[src/design/trdt_pkg.sv]
package trdt_pkg;

    localparam int CFG_W     = 10;
    localparam int CFG_IDX_W = 1;
    localparam logic [CFG_IDX_W-1:0] CFG_SCREEN_WIDTH  = 1'd0;
    localparam logic [CFG_IDX_W-1:0] CFG_SCREEN_HEIGHT = 1'd1;

    localparam int COORD_W = 12;             // pixel coordinate, covers the largest screen
    localparam int VTX_W   = 16;             // 12.4 vertex coordinate
    localparam int Z_W     = 24;
    localparam logic [Z_W-1:0] FAR_DEPTH = '1;
    localparam int COLOR_W = 24;

    localparam int EDGE_W  = VTX_W + 1;      // vertex minus vertex
    localparam int OFS_W   = VTX_W + 2;      // pixel center minus vertex
    localparam int PROD_W  = EDGE_W + OFS_W;
    localparam int CROSS_W = PROD_W + 1;
    localparam int MAG_W   = CROSS_W;
    localparam int DEN_W   = MAG_W + 2;
    localparam int NUMP_W  = MAG_W + Z_W;
    localparam int NUM_W   = NUMP_W + 3;
    localparam int QUO_W   = Z_W;
    localparam int QCNT_W  = $clog2(QUO_W);
    localparam int BOX_W   = 14;             // floored box bound, signed

    localparam int Q_DEPTH = 2;
    localparam int Q_AW    = 1;

    // next vertex around the triangle
    localparam int NEXT_V [3] = '{1, 2, 0};

    typedef enum logic [1:0] {
        MODE_LOAD  = 2'd0,
        MODE_STEP  = 2'd1,
        MODE_CLEAR = 2'd2,
        MODE_NONE  = 2'd3
    } t_mode;

    typedef enum logic [1:0] {
        OP_LOAD  = 2'd0,
        OP_PIXEL = 2'd1,
        OP_CLEAR = 2'd2
    } t_op;

    typedef enum logic [3:0] {
        BS_INIT,
        BS_IDLE,
        BS_CLEAR,
        BS_DIFF,
        BS_MUL,
        BS_CROSS,
        BS_NUM,
        BS_SUM,
        BS_DIV,
        BS_DONE
    } t_bstate;

    typedef struct packed {
        logic [1:0]              mode;
        logic signed [VTX_W-1:0] vert0_x;
        logic signed [VTX_W-1:0] vert0_y;
        logic [Z_W-1:0]          vert0_z;
        logic signed [VTX_W-1:0] vert1_x;
        logic signed [VTX_W-1:0] vert1_y;
        logic [Z_W-1:0]          vert1_z;
        logic signed [VTX_W-1:0] vert2_x;
        logic signed [VTX_W-1:0] vert2_y;
        logic [Z_W-1:0]          vert2_z;
        logic [COLOR_W-1:0]      tri_color;
    } t_in_item;

    typedef struct packed {
        logic [8:0]         pixel_x;
        logic [8:0]         pixel_y;
        logic [COLOR_W-1:0] pixel_color;
        logic               pixel_written;
        logic               scan_last;
    } t_out_item;

    typedef struct packed {
        t_op                op;
        logic [COORD_W-1:0] x;
        logic [COORD_W-1:0] y;
        logic               last;
        t_in_item           tri_data;
    } t_cmd;

endpackage

[src/design/trdt_queue.sv]
module trdt_queue
    import trdt_pkg::*;
(
    input  logic i_clk,
    input  logic i_rst_n,
    input  logic i_push,
    input  t_cmd i_cmd,
    output logic o_ready,
    output logic o_valid,
    output t_cmd o_cmd,
    input  logic i_pop
);

    t_cmd              r_mem [Q_DEPTH];
    logic [Q_AW-1:0]   r_wp, r_rp;
    logic [Q_AW:0]     r_cnt;
    logic              do_pop;

    assign o_ready = (r_cnt != (Q_AW+1)'(Q_DEPTH));
    assign o_valid = (r_cnt != '0);
    assign o_cmd   = r_mem[r_rp];
    assign do_pop  = i_pop && o_valid;

    always_ff @(posedge i_clk) begin
        if (i_push && o_ready) begin
            r_mem[r_wp] <= i_cmd;
        end
    end

    always_ff @(posedge i_clk) begin
        if (!i_rst_n) begin
            r_wp  <= '0;
            r_rp  <= '0;
            r_cnt <= '0;
        end else begin
            if (i_push && o_ready) r_wp <= r_wp + Q_AW'(1);
            if (do_pop)            r_rp <= r_rp + Q_AW'(1);
            if ((i_push && o_ready) && !do_pop) begin
                r_cnt <= r_cnt + (Q_AW+1)'(1);
            end else if (!(i_push && o_ready) && do_pop) begin
                r_cnt <= r_cnt - (Q_AW+1)'(1);
            end
        end
    end

endmodule

[config.mk]
export PLATFORM = sky130hd
export DESIGN_NAME = trdt_queue
export DESIGN_NICKNAME = d
export VERILOG_FILES = /design/src/design/trdt_pkg.sv /design/src/design/trdt_queue.sv
export SDC_FILE = /design/constraint.sdc
export NUM_CORES = 1
export LEC_CHECK = 0
export BUFFER_PORTS_ARGS = -buffer_cell sky130_fd_sc_hd__buf_4
export CORE_ASPECT_RATIO = 0.6
export CORE_MARGIN = 2
export CORE_UTILIZATION = 57
export CTS_CLUSTER_SIZE = 20
export DETAILED_ROUTE_END_ITERATION = 10
export GPL_TIMING_DRIVEN = 0
export HOLD_SLACK_MARGIN = 0.03
export PLACE_DENSITY_LB_ADDON = 0.05
export SLEW_MARGIN = 20
export SYNTH_ARGS = -nofsm -noshare
export SYNTH_HDL_FRONTEND = slang
export SYNTH_SLANG_ARGS = --single-unit
[constraint.sdc]
create_clock -name i_clk -period 20.7 [get_ports i_clk]
set_input_delay 3.105 -clock i_clk [delete_from_list [all_inputs] [get_ports i_clk]]
set_output_delay 3.105 -clock i_clk [all_outputs]
set_load 0.005 [all_outputs]
==> run summary <==
first-pass GRT wire length = 51.5 mm
Worst path top cell family by delay = buffers and inverters
Hold Path End = r_cnt[1]$_SDFFE_PN0P_
r2r setup slk = 18.29 ns
RSZ-0062 raised after global routing = false
top-level I/O count = 448
worst-path cell chain = buf_6, buf_6, buf_6, mux2_4, buf_4
Critical Path RT = 17.59 ns
number of cells on the worst hold path = 2
initial antenna violation count = 4
R2R cell count = 5
status = complete, no violations
first-pass iteration count of the detailed router = 6
die area = 31400 um2
pwr/cell area = 118 nW/um2
post-synthesis sequential area ratio = 0.783
Final setup viols = 0
DR top layer = met5
final-stage net count = 1434
# rows = 49
Crit. End Element = output pin
Worst Path Class, Setup = register to output pin
Synth area leader = edfxtp_1
ANT cells = 0
Tot Pwr = 2.65 mW
PortBufs = 447
Mapped Area = 17100 um2
Worst Path Arrival = 1.86 ns
Largest stage delay, worst path = 0.32 ns
WHS = 0.570 ns
gr usage total = 0.224
die height = 138 um
top post-synthesis cells by area = edfxtp_1, mux2_4, mux2_2, buf_12, buf_6
routed wire length per instance = 21.5 um
WL met2 = 17.9 mm
top cell type's share of synthesized area = 0.777
CTS Sinks = 447
CTS Buffer Depth = 3
Design Area, Final = 22400 um2
Crit path top cell by count = buf_6
Layout Skew = 0.00821 ns
die span in x = 227 um
period utilization = 0.240
area taken by multi-input logic gates = 3350 um2
met1 WL = 13.0 mm
Placer Congestion = 0.751
DR vias = 8300
Starting Density = 0.574
FMAX = 201 MHz
final hold violation count = 0
worst path bufs/invs = 4
WL final = 35.4 mm
Synth Area per Inst = 24.0 um2
synthesized instance count = 712
CTS tree = done
fill cell total of the finished layout = 1816
number of distinct library cells after synthesis = 22
Max-Slew Margin vs Limit = 0.611
DRT iter0 DRCs = 407
layout cells sized above 1 = 0.615
Core Region = 29700 um2
largest net degree at the start of global routing = 96
hpwl dp = 24.7 mm
CP max-delay cell = dfxtp_1
r2r endpoint = r_mem[0][131]$_DFFE_PP_
Reg area = 13400 um2
hold path startpoint = r_cnt[1]$_SDFFE_PN0P_
max-cap viol count = 0
post_cts resized = 0
Fin Setup TNS = 0 ns
HP Class = register to register
Overflow after GRT = 0
Peak VDD IR = 94.2 uV
Reg clk slew, reported paths = 0.06 ns
Vias/cell = 5.04
# Post-CTS Setup Buffers = 0
YS warnings = 0
crit-path max FO = 10
crit path time final = 4.96 ns
Worst-Skew Late Latency = 0.54 ns
Slew Viols, Final = 0
Hold-fix buffers, CTS = 0
H-tree Lvls = 2
Lkg Pwr = 8.73 nW
CTS root buf = clkbuf_16
Yosys reg bits = 447
met3 WL = 3.53 mm
actual slew at the worst max-slew pin = 0.584 ns
vias in the first global route = 8714
worst reg2reg startpoint = r_cnt[0]$_SDFFE_PN0P_
CTS buffer count = 41
syn nets = 938
DRC Markers = 0
Area Overhead vs Synth = 31.1%
post-route ant nets = 0
crit path launch type = register
placed instance area = 21100 um2
power breakdown:
group	switching [mW]	internal, mW
registers	0.0275	1.13
logic	0.316	0.457
clock network	0.314	0.405
per-layer routing:
layer | vias to the layer above | GRT usage
met1 | 4122 | 0.260
met3 | 65 | 0.0939
met2 | 270 | 0.376
li1 | 3835 | -
met4 | 8 | 0.0740
met5 | - | 0
cell families (layout without fill, tap and decap cells):
family,Yosys count,in the layout,share of synthesized area
AO/OA/AOI/OAI,5,5,0.00205
XOR/XNOR,3,3,0.00154
adder cells (fa/ha/maj),1,1,0.000733
buffers and inverters,26,554,0.0212
flip-flops,447,447,0.783
multiplexers,221,221,0.187
AND/OR/NAND/NOR,9,9,0.00381
per-stage QoR:
stage / instances / worst slack (ns) / util
2_1_floorplan: 712 / 11.89 / -
3_3_place_gp: 1567 / 8.95 / 0.704
3_5_place_dp: 1573 / 15.65 / 0.710
4_1_cts: 1648 / 15.69 / 0.753
5_1_grt: 1648 / 15.66 / 0.753
6_report: 1648 / 15.74 / 0.753
flip-flops by register name, indices dropped and copies added (netlist names), named ones only:
name	count
r_mem	442
r_cnt	2
r_rp	1
r_wp	1
worst max path at each step:
stage / depth (start not counted) / to / from / slack, ns
2_1_floorplan: 1 / r_mem[1][0]$_DFFE_PP_ / i_push / 11.89
3_3_place_gp: 2 / r_mem[1][194]$_DFFE_PP_ / i_push / 8.95
3_5_place_dp: 5 / r_mem[0][130]$_DFFE_PP_ / i_push / 15.65
4_1_cts: 5 / o_cmd[163] / register / 15.69
5_1_grt: 5 / o_cmd[165] / register / 15.66
6_report: 5 / o_cmd[163] / register / 15.74
synthesized netlist by cell type:
| cell type | number |
|---|---|
| edfxtp_1 | 442 |
| mux2_4 | 190 |
| mux2_2 | 31 |
| buf_12 | 11 |
| buf_6 | 11 |
| dfxtp_1 | 5 |
| and2_1 | 4 |
| buf_2 | 3 |
| xnor2_1 | 2 |
| a21bo_2 | 1 |
| a21boi_0 | 1 |
| a21boi_1 | 1 |
| and3_1 | 1 |
| ha_1 | 1 |
| inv_1 | 1 |
| nand2b_4 | 1 |
| nand3b_1 | 1 |
| o21ai_0 | 1 |
| o21ai_1 | 1 |
| or2_2 | 1 |
| or3_1 | 1 |
| xor2_1 | 1 |
tightest hold or removal path: cells and delay by family (launching register included):
kind / cells / cell delay [ns]
flip-flops: 1 / 0.37
AO/OA/AOI/OAI: 2 / 0.15
layout by cell type, fill, tap and decap left out, drive strengths merged, types with 3 or more instances in the layout:
| cell | n |
|---|---|
| and2 | 4 |
| buf | 478 |
| clkbuf | 51 |
| clkinv | 20 |
| dfxtp | 5 |
| edfxtp | 442 |
| inv | 3 |
| mux2 | 221 |
cell type report:
class | instances | share of cell area
Clock inverter | 24 | 0.00743
Tap cell | 408 | 0.0228
Clock buffer | 51 | 0.0494
Sequential cell | 447 | 0.597
Multi-Input combinational cell | 239 | 0.149
Timing Repair Buffer | 453 | 0.157
Inverter | 1 | 0.000503
Buffer | 25 | 0.0160
No activity file was read; power rests on OpenSTA's default activity.
