<file path="src/design/trdt_pkg.sv">
package trdt_pkg;

    localparam int CFG_W     = 10;
    localparam int CFG_IDX_W = 1;
    localparam logic [CFG_IDX_W-1:0] CFG_SCREEN_WIDTH  = 1'd0;
    localparam logic [CFG_IDX_W-1:0] CFG_SCREEN_HEIGHT = 1'd1;

    localparam int COORD_W = 12;             // pixel coordinate, covers the largest screen
    localparam int VTX_W   = 16;             // 12.4 vertex coordinate
    localparam int Z_W     = 24;
    localparam logic [Z_W-1:0] FAR_DEPTH = '1;
    localparam int COLOR_W = 24;

    localparam int EDGE_W  = VTX_W + 1;      // vertex minus vertex
    localparam int OFS_W   = VTX_W + 2;      // pixel center minus vertex
    localparam int PROD_W  = EDGE_W + OFS_W;
    localparam int CROSS_W = PROD_W + 1;
    localparam int MAG_W   = CROSS_W;
    localparam int DEN_W   = MAG_W + 2;
    localparam int NUMP_W  = MAG_W + Z_W;
    localparam int NUM_W   = NUMP_W + 3;
    localparam int QUO_W   = Z_W;
    localparam int QCNT_W  = $clog2(QUO_W);
    localparam int BOX_W   = 14;             // floored box bound, signed

    localparam int Q_DEPTH = 2;
    localparam int Q_AW    = 1;

    // next vertex around the triangle
    localparam int NEXT_V [3] = '{1, 2, 0};

    typedef enum logic [1:0] {
        MODE_LOAD  = 2'd0,
        MODE_STEP  = 2'd1,
        MODE_CLEAR = 2'd2,
        MODE_NONE  = 2'd3
    } t_mode;

    typedef enum logic [1:0] {
        OP_LOAD  = 2'd0,
        OP_PIXEL = 2'd1,
        OP_CLEAR = 2'd2
    } t_op;

    typedef enum logic [3:0] {
        BS_INIT,
        BS_IDLE,
        BS_CLEAR,
        BS_DIFF,
        BS_MUL,
        BS_CROSS,
        BS_NUM,
        BS_SUM,
        BS_DIV,
        BS_DONE
    } t_bstate;

    typedef struct packed {
        logic [1:0]              mode;
        logic signed [VTX_W-1:0] vert0_x;
        logic signed [VTX_W-1:0] vert0_y;
        logic [Z_W-1:0]          vert0_z;
        logic signed [VTX_W-1:0] vert1_x;
        logic signed [VTX_W-1:0] vert1_y;
        logic [Z_W-1:0]          vert1_z;
        logic signed [VTX_W-1:0] vert2_x;
        logic signed [VTX_W-1:0] vert2_y;
        logic [Z_W-1:0]          vert2_z;
        logic [COLOR_W-1:0]      tri_color;
    } t_in_item;

    typedef struct packed {
        logic [8:0]         pixel_x;
        logic [8:0]         pixel_y;
        logic [COLOR_W-1:0] pixel_color;
        logic               pixel_written;
        logic               scan_last;
    } t_out_item;

    typedef struct packed {
        t_op                op;
        logic [COORD_W-1:0] x;
        logic [COORD_W-1:0] y;
        logic               last;
        t_in_item           tri_data;
    } t_cmd;

endpackage

</file>
<file path="src/design/trdt_front.sv">
module trdt_front
    import trdt_pkg::*;
#(
    parameter int MAX_WIDTH  = 512,
    parameter int MAX_HEIGHT = 512,
    localparam int WW = $clog2(MAX_WIDTH + 1),
    localparam int HW = $clog2(MAX_HEIGHT + 1),
    localparam int XW = $clog2(MAX_WIDTH),
    localparam int YW = $clog2(MAX_HEIGHT)
) (
    input  logic          i_clk,
    input  logic          i_rst_n,
    input  logic          i_in_valid,
    output logic          o_in_ready,
    input  t_in_item      i_in_item,
    input  logic [WW-1:0] i_eff_w,
    input  logic [HW-1:0] i_eff_h,
    input  logic          i_init_busy,
    input  logic          i_q_ready,
    output logic          o_push,
    output t_cmd          o_cmd
);

    logic          r_active;
    logic [XW-1:0] r_col, r_x_hi;
    logic [YW-1:0] r_row, r_y_lo, r_y_hi;

    logic signed [VTX_W-1:0] min_x, max_x, min_y, max_y;
    logic signed [VTX_W:0]   hx, hy;
    logic signed [BOX_W-1:0] lo_x, hi_x, lo_y, hi_y, lim_x, lim_y;
    logic signed [BOX_W-1:0] clo_x, chi_x, clo_y, chi_y;
    logic                    box_empty, accept, last;

    // bounding box of the incoming triangle, floored to pixels and clipped
    always_comb begin
        min_x = i_in_item.vert0_x;
        max_x = i_in_item.vert0_x;
        min_y = i_in_item.vert0_y;
        max_y = i_in_item.vert0_y;
        if (i_in_item.vert1_x < min_x) min_x = i_in_item.vert1_x;
        if (i_in_item.vert1_x > max_x) max_x = i_in_item.vert1_x;
        if (i_in_item.vert1_y < min_y) min_y = i_in_item.vert1_y;
        if (i_in_item.vert1_y > max_y) max_y = i_in_item.vert1_y;
        if (i_in_item.vert2_x < min_x) min_x = i_in_item.vert2_x;
        if (i_in_item.vert2_x > max_x) max_x = i_in_item.vert2_x;
        if (i_in_item.vert2_y < min_y) min_y = i_in_item.vert2_y;
        if (i_in_item.vert2_y > max_y) max_y = i_in_item.vert2_y;
        hx    = (VTX_W+1)'(max_x) + (VTX_W+1)'(15);
        hy    = (VTX_W+1)'(max_y) + (VTX_W+1)'(15);
        lo_x  = BOX_W'(min_x >>> 4);
        lo_y  = BOX_W'(min_y >>> 4);
        hi_x  = BOX_W'(hx >>> 4);
        hi_y  = BOX_W'(hy >>> 4);
        lim_x = $signed(BOX_W'({1'b0, i_eff_w}) - BOX_W'(1));
        lim_y = $signed(BOX_W'({1'b0, i_eff_h}) - BOX_W'(1));
        clo_x = (lo_x < 0) ? '0 : lo_x;
        clo_y = (lo_y < 0) ? '0 : lo_y;
        chi_x = (hi_x > lim_x) ? lim_x : hi_x;
        chi_y = (hi_y > lim_y) ? lim_y : hi_y;
        box_empty = (clo_x > chi_x) || (clo_y > chi_y);
    end

    assign o_in_ready = !i_init_busy && i_q_ready;
    assign accept     = i_in_valid && o_in_ready;
    assign last       = (r_col == r_x_hi) && (r_row == r_y_hi);

    always_comb begin
        o_push       = 1'b0;
        o_cmd.op     = OP_LOAD;
        o_cmd.x      = COORD_W'(r_col);
        o_cmd.y      = COORD_W'(r_row);
        o_cmd.last   = last;
        o_cmd.tri_data = i_in_item;
        unique case (i_in_item.mode)
            MODE_LOAD: begin
                o_push   = accept;
                o_cmd.op = OP_LOAD;
            end
            MODE_STEP: begin
                o_push   = accept && r_active;
                o_cmd.op = OP_PIXEL;
            end
            MODE_CLEAR: begin
                o_push   = accept;
                o_cmd.op = OP_CLEAR;
            end
            MODE_NONE: begin
                o_push   = 1'b0;
            end
        endcase
    end

    always_ff @(posedge i_clk) begin
        if (!i_rst_n) begin
            r_active <= 1'b0;
            r_col    <= '0;
            r_row    <= '0;
            r_x_hi   <= '0;
            r_y_lo   <= '0;
            r_y_hi   <= '0;
        end else if (accept) begin
            if (i_in_item.mode == MODE_LOAD) begin
                r_active <= !box_empty;
                if (!box_empty) begin
                    r_col  <= XW'(clo_x);
                    r_x_hi <= XW'(chi_x);
                    r_row  <= YW'(clo_y);
                    r_y_lo <= YW'(clo_y);
                    r_y_hi <= YW'(chi_y);
                end
            end else if (i_in_item.mode == MODE_STEP && r_active) begin
                // column-major walk: row first, then column
                if (last) begin
                    r_active <= 1'b0;
                end else if (r_row == r_y_hi) begin
                    r_row <= r_y_lo;
                    r_col <= r_col + XW'(1);
                end else begin
                    r_row <= r_row + YW'(1);
                end
            end
        end
    end

endmodule

</file>
<file path="config.mk">
export PLATFORM = sky130hd
export DESIGN_NAME = trdt_front
export DESIGN_NICKNAME = d
export VERILOG_FILES = /design/src/design/trdt_pkg.sv /design/src/design/trdt_front.sv
export SDC_FILE = /design/constraint.sdc
export NUM_CORES = 1
export LEC_CHECK = 0
export BUFFER_PORTS_ARGS = -buffer_cell sky130_fd_sc_hd__buf_4
export CAP_MARGIN = 5
export CORE_AREA = 2 2 172 174
export CTS_CLUSTER_SIZE = 20
export DETAILED_ROUTE_END_ITERATION = 6
export DIE_AREA = 0 0 174 176
export GPL_ROUTABILITY_DRIVEN = 0
export PLACE_DENSITY = 0.66
export SYNTH_ARGS = -nofsm -noshare
export SYNTH_HDL_FRONTEND = slang
export SYNTH_SLANG_ARGS = --single-unit
export TNS_END_PERCENT = 30
</file>
<file path="constraint.sdc">
create_clock -name i_clk -period 31.5 [get_ports i_clk]
set_input_delay 4.725 -clock i_clk [delete_from_list [all_inputs] [get_ports i_clk]]
set_output_delay 4.725 -clock i_clk [all_outputs]
set_load 0.03 [all_outputs]
</file>
==> impl_metrics.json <==
{
  "postSynthAreaPerCell_sq_um": 7.50,
  "synthTopCellsByArea": "ha_1 (17%), buf_4 (14%), dfxtp_1 (8.7%)",
  "area_delta_synth_final_pct": 7.37,
  "endpoint": "r_col[1]",
  "vias_per_cell": 5.80,
  "synth.area.mux_share_pct": 4.80,
  "cpMaxStageDelayCell": "o211a_1",
  "cp_max_fo": 28,
  "routed_wl_um": 33100,
  "synth_ff_type": "dfxtp_1",
  "critPathBufInv": 3,
  "arrival_ns": 16.09,
  "synthAdderAreaFrac_pct": 17.2,
  "combPwrFrac_pct": 74.4,
  "cts_root_buf": "clkbuf_16",
  "dieArea_sq_mm": 0.0306,
  "h-tree-depth": 2,
  "core_area_sq_mm": 0.0285,
  "cts_resized": 0,
  "clock-sinks": 46,
  "final_cell_area_sq_mm": 0.0114,
  "cp_top_family": "compound AO/OA/AOI/OAI gates",
  "cts_tree": "built",
  "hold_path_class": "reg2reg",
  "tightest_slew_ns": 1.12,
  "wire_per_inst_um": 18.3,
  "antenna_left": 0,
  "yosysWarnings": 0,
  "post_cts_buffers": 0,
  "async_reset_ff_share_pct": 0,
  "dr.pass1.iters": 5,
  "die_x_um": 174,
  "r2r-start": "r_row[2]",
  "ys_seq_area_share_pct": 8.69,
  "io_pins": 442,
  "yosys.area.top_type": "ha_1",
  "p_int_uw": 216,
  "first_global_vias": 9664,
  "final.setup.tns_ns": 0,
  "maxSlewHeadroom_pct": 25.4,
  "worstPathRequired_ns": 31.71,
  "netlist_area_sq_mm": 0.0106,
  "layout-drive-gt1-share_pct": 21.8,
  "numCtsBuffers": 5,
  "vias": 10500,
  "diodes": 0,
  "path_class": "in2reg",
  "ys_ff_latch": 46,
  "pwr-share-seq_pct": 13.5,
  "p_sw_share_pct": 51.5,
  "startpoint": "i_in_item[191]",
  "synth_xor_area_share_pct": 5.04,
  "p_sw_uw": 230,
  "dp_hpwl_um": 27500,
  "synth_top_family_by_area": "compound AO/OA/AOI/OAI gates",
  "clock.fmax_ghz": 0.0630,
  "r2r_slack_ns": 28.48,
  "grt_util_all_layers_pct": 20.6,
  "clockBufferDepth": 2,
  "finalWorstPathRequiredPeriod_ns": 15.88,
  "crit_top_cell": "ha_1",
  "fin_nets": 1786,
  "fin_crit_sh_pct": 50.4,
  "cpPeakStageDelay_ns": 0.93,
  "rsz0062_at_grt": "false",
  "min_from": "r_y_hi[4]",
  "hold_viol": 0,
  "reg2reg_depth": 11,
  "gr-total-overflow": 0,
  "synth_compound_area_share_pct": 24.2,
  "p_leak_uw": 0.00512,
  "place_area_sq_mm": 0.0112,
  "synth_edf_count": 0,
  "regToRegEndpoint": "r_col[4]",
  "run_status": "completed",
  "crit_path_end_kind": "register",
  "grt_max_degree": 35,
  "clk_pin_slew_ns": 0.07,
  "cp.depth": 40,
  "grt_pass1_wl_um": 51800,
  "cts_hold_buf": 0,
  "start_util_pct": 37.1,
  "synth-simple-area-share_pct": 21.2,
  "syn_inst": 1413,
  "ys_types": 88,
  "drv_slew": 0,
  "drc_errors": 0,
  "synth_top_area_share_pct": 17.2,
  "setup_violations": 0,
  "cap_violations": 0,
  "io_buffers": 243,
  "clk_latency_ns": 0.29,
  "p_per_area_mw_per_mm2": 39.2,
  "dieHeight_um": 176,
  "fillCellCount": 2929,
  "finClkSkew_ns": 0.00660,
  "start_kind": "primary input",
  "rows": 62,
  "grt_antenna_before_repair": 0,
  "pwr-share-clk_pct": 12.1,
  "vdd_drop_max_v": 0.0000231,
  "drt_iter0_markers": 699
}
-- worst min-delay path: cells and delay by family, from the launching register on --
kind	cells	cell delay (ns)
AND/OR/NAND/NOR	1	0.06
flip-flops	1	0.33
AO/OA/AOI/OAI	1	0.05
-- layout by cell type, fill, tap and decap left out, drive strengths merged, types with 6 or more instances in the layout --
cell     count
o2111ai      8
a211oi      18
o21a        15
o211ai      22
nand3       42
o21ai       57
nor4        34
nor2        97
nand3b       7
or3         17
conb         6
buf        249
and4         7
ha         146
a31o        12
xnor2       38
a311oi       9
and2        18
and3        12
a41oi        8
a21oi       93
a31oi       14
or2         12
a21o        29
o31ai       25
nand2       76
dfxtp       46
a211o        8
nand4       31
mux2i       46
nand2b       8
nand4b       8
nor3        32
a2111oi      6
xor2        23
inv         66
nor2b       22
-- metal layers --
| metal | GRT usage, % | wire length [um] | vias up |
|---|---|---|---|
| met3 | 3.21 | 2400 | 72 |
| met2 | 36.9 | 16000 | 482 |
| met5 | 0 | 0 | - |
| met4 | 5.43 | 771 | 0 |
| li1 | - | - | 5029 |
| met1 | 25.7 | 13900 | 4883 |
-- Yosys cell counts, drive strengths merged, types with 15 or more instances --
| cell type | count |
|---|---|
| o21a | 15 |
| a21o | 29 |
| o31ai | 25 |
| xor2 | 23 |
| clkbuf | 33 |
| nand4 | 31 |
| dfxtp | 46 |
| xnor2 | 38 |
| and2 | 18 |
| o211ai | 22 |
| buf | 220 |
| o21ai | 57 |
| nor2b | 22 |
| mux2i | 46 |
| nand2 | 76 |
| nand3 | 42 |
| inv | 65 |
| a211oi | 18 |
| nor4 | 34 |
| nor3 | 32 |
| ha | 146 |
| or3 | 17 |
| nor2 | 97 |
| a21oi | 93 |
-- registers in the layout, summed over array words and instances, names as in the netlist --
signal    count
r_active      1
r_col         9
r_row         9
r_x_hi        9
r_y_hi        9
r_y_lo        9
-- cell families after synthesis --
group           Yosys count
mux                      50
compound gates          361
simple gates            429
other cells               1
flops                    46
xor+xnor                 61
buf+inv                 319
fa+ha+maj               146
-- through the flow --
stage / hold WS, ns / std cells / utilization, % / total power, uW / setup slack [ns]
detailed placement: 0.466 / 1798 / 39.3 / 389 / 15.50
finish: 0.477 / 1806 / 39.9 / 446 / 15.62
floorplan: 0.443 / 1418 / - / 326 / 17.60
CTS: 0.475 / 1806 / 39.9 / 444 / 15.77
global placement: 0.461 / 1798 / 39.3 / 382 / 15.65
global route: 0.496 / 1806 / 39.9 / 486 / 14.68
-- power by group through the flow --
stage	clock [uW]	combinational [uW]	sequential, uW
floorplan	0	264	61.6
global placement	0	321	61.5
detailed placement	0	328	61.5
CTS	54.4	330	60.1
global route	57.4	369	60.2
finish	53.9	332	60.1
-- cell type report --
type | instances | area, sq um | share of cell area, %
clock buffers | 5 | 125 | 1.10
clock inverters | 3 | 23.8 | 0.209
inverters | 66 | 248 | 2.18
multi-input cells | 1053 | 7710 | 67.8
flip-flops and latches | 46 | 921 | 8.09
well taps | 384 | 480 | 4.22
repair buffers | 249 | 1870 | 16.4
-- how the worst min path moves through the flow --
stage                endpoint  slack [ns]  depth (start not counted)
floorplan           r_y_hi[5]        0.44                          2
global placement    r_y_hi[4]        0.46                          2
detailed placement  r_y_hi[4]        0.47                          2
CTS                 r_y_hi[4]        0.47                          2
global route        r_x_hi[6]        0.50                          2
finish              r_y_hi[4]        0.48                          2
Note: power is estimated with default switching activity, not from simulation.
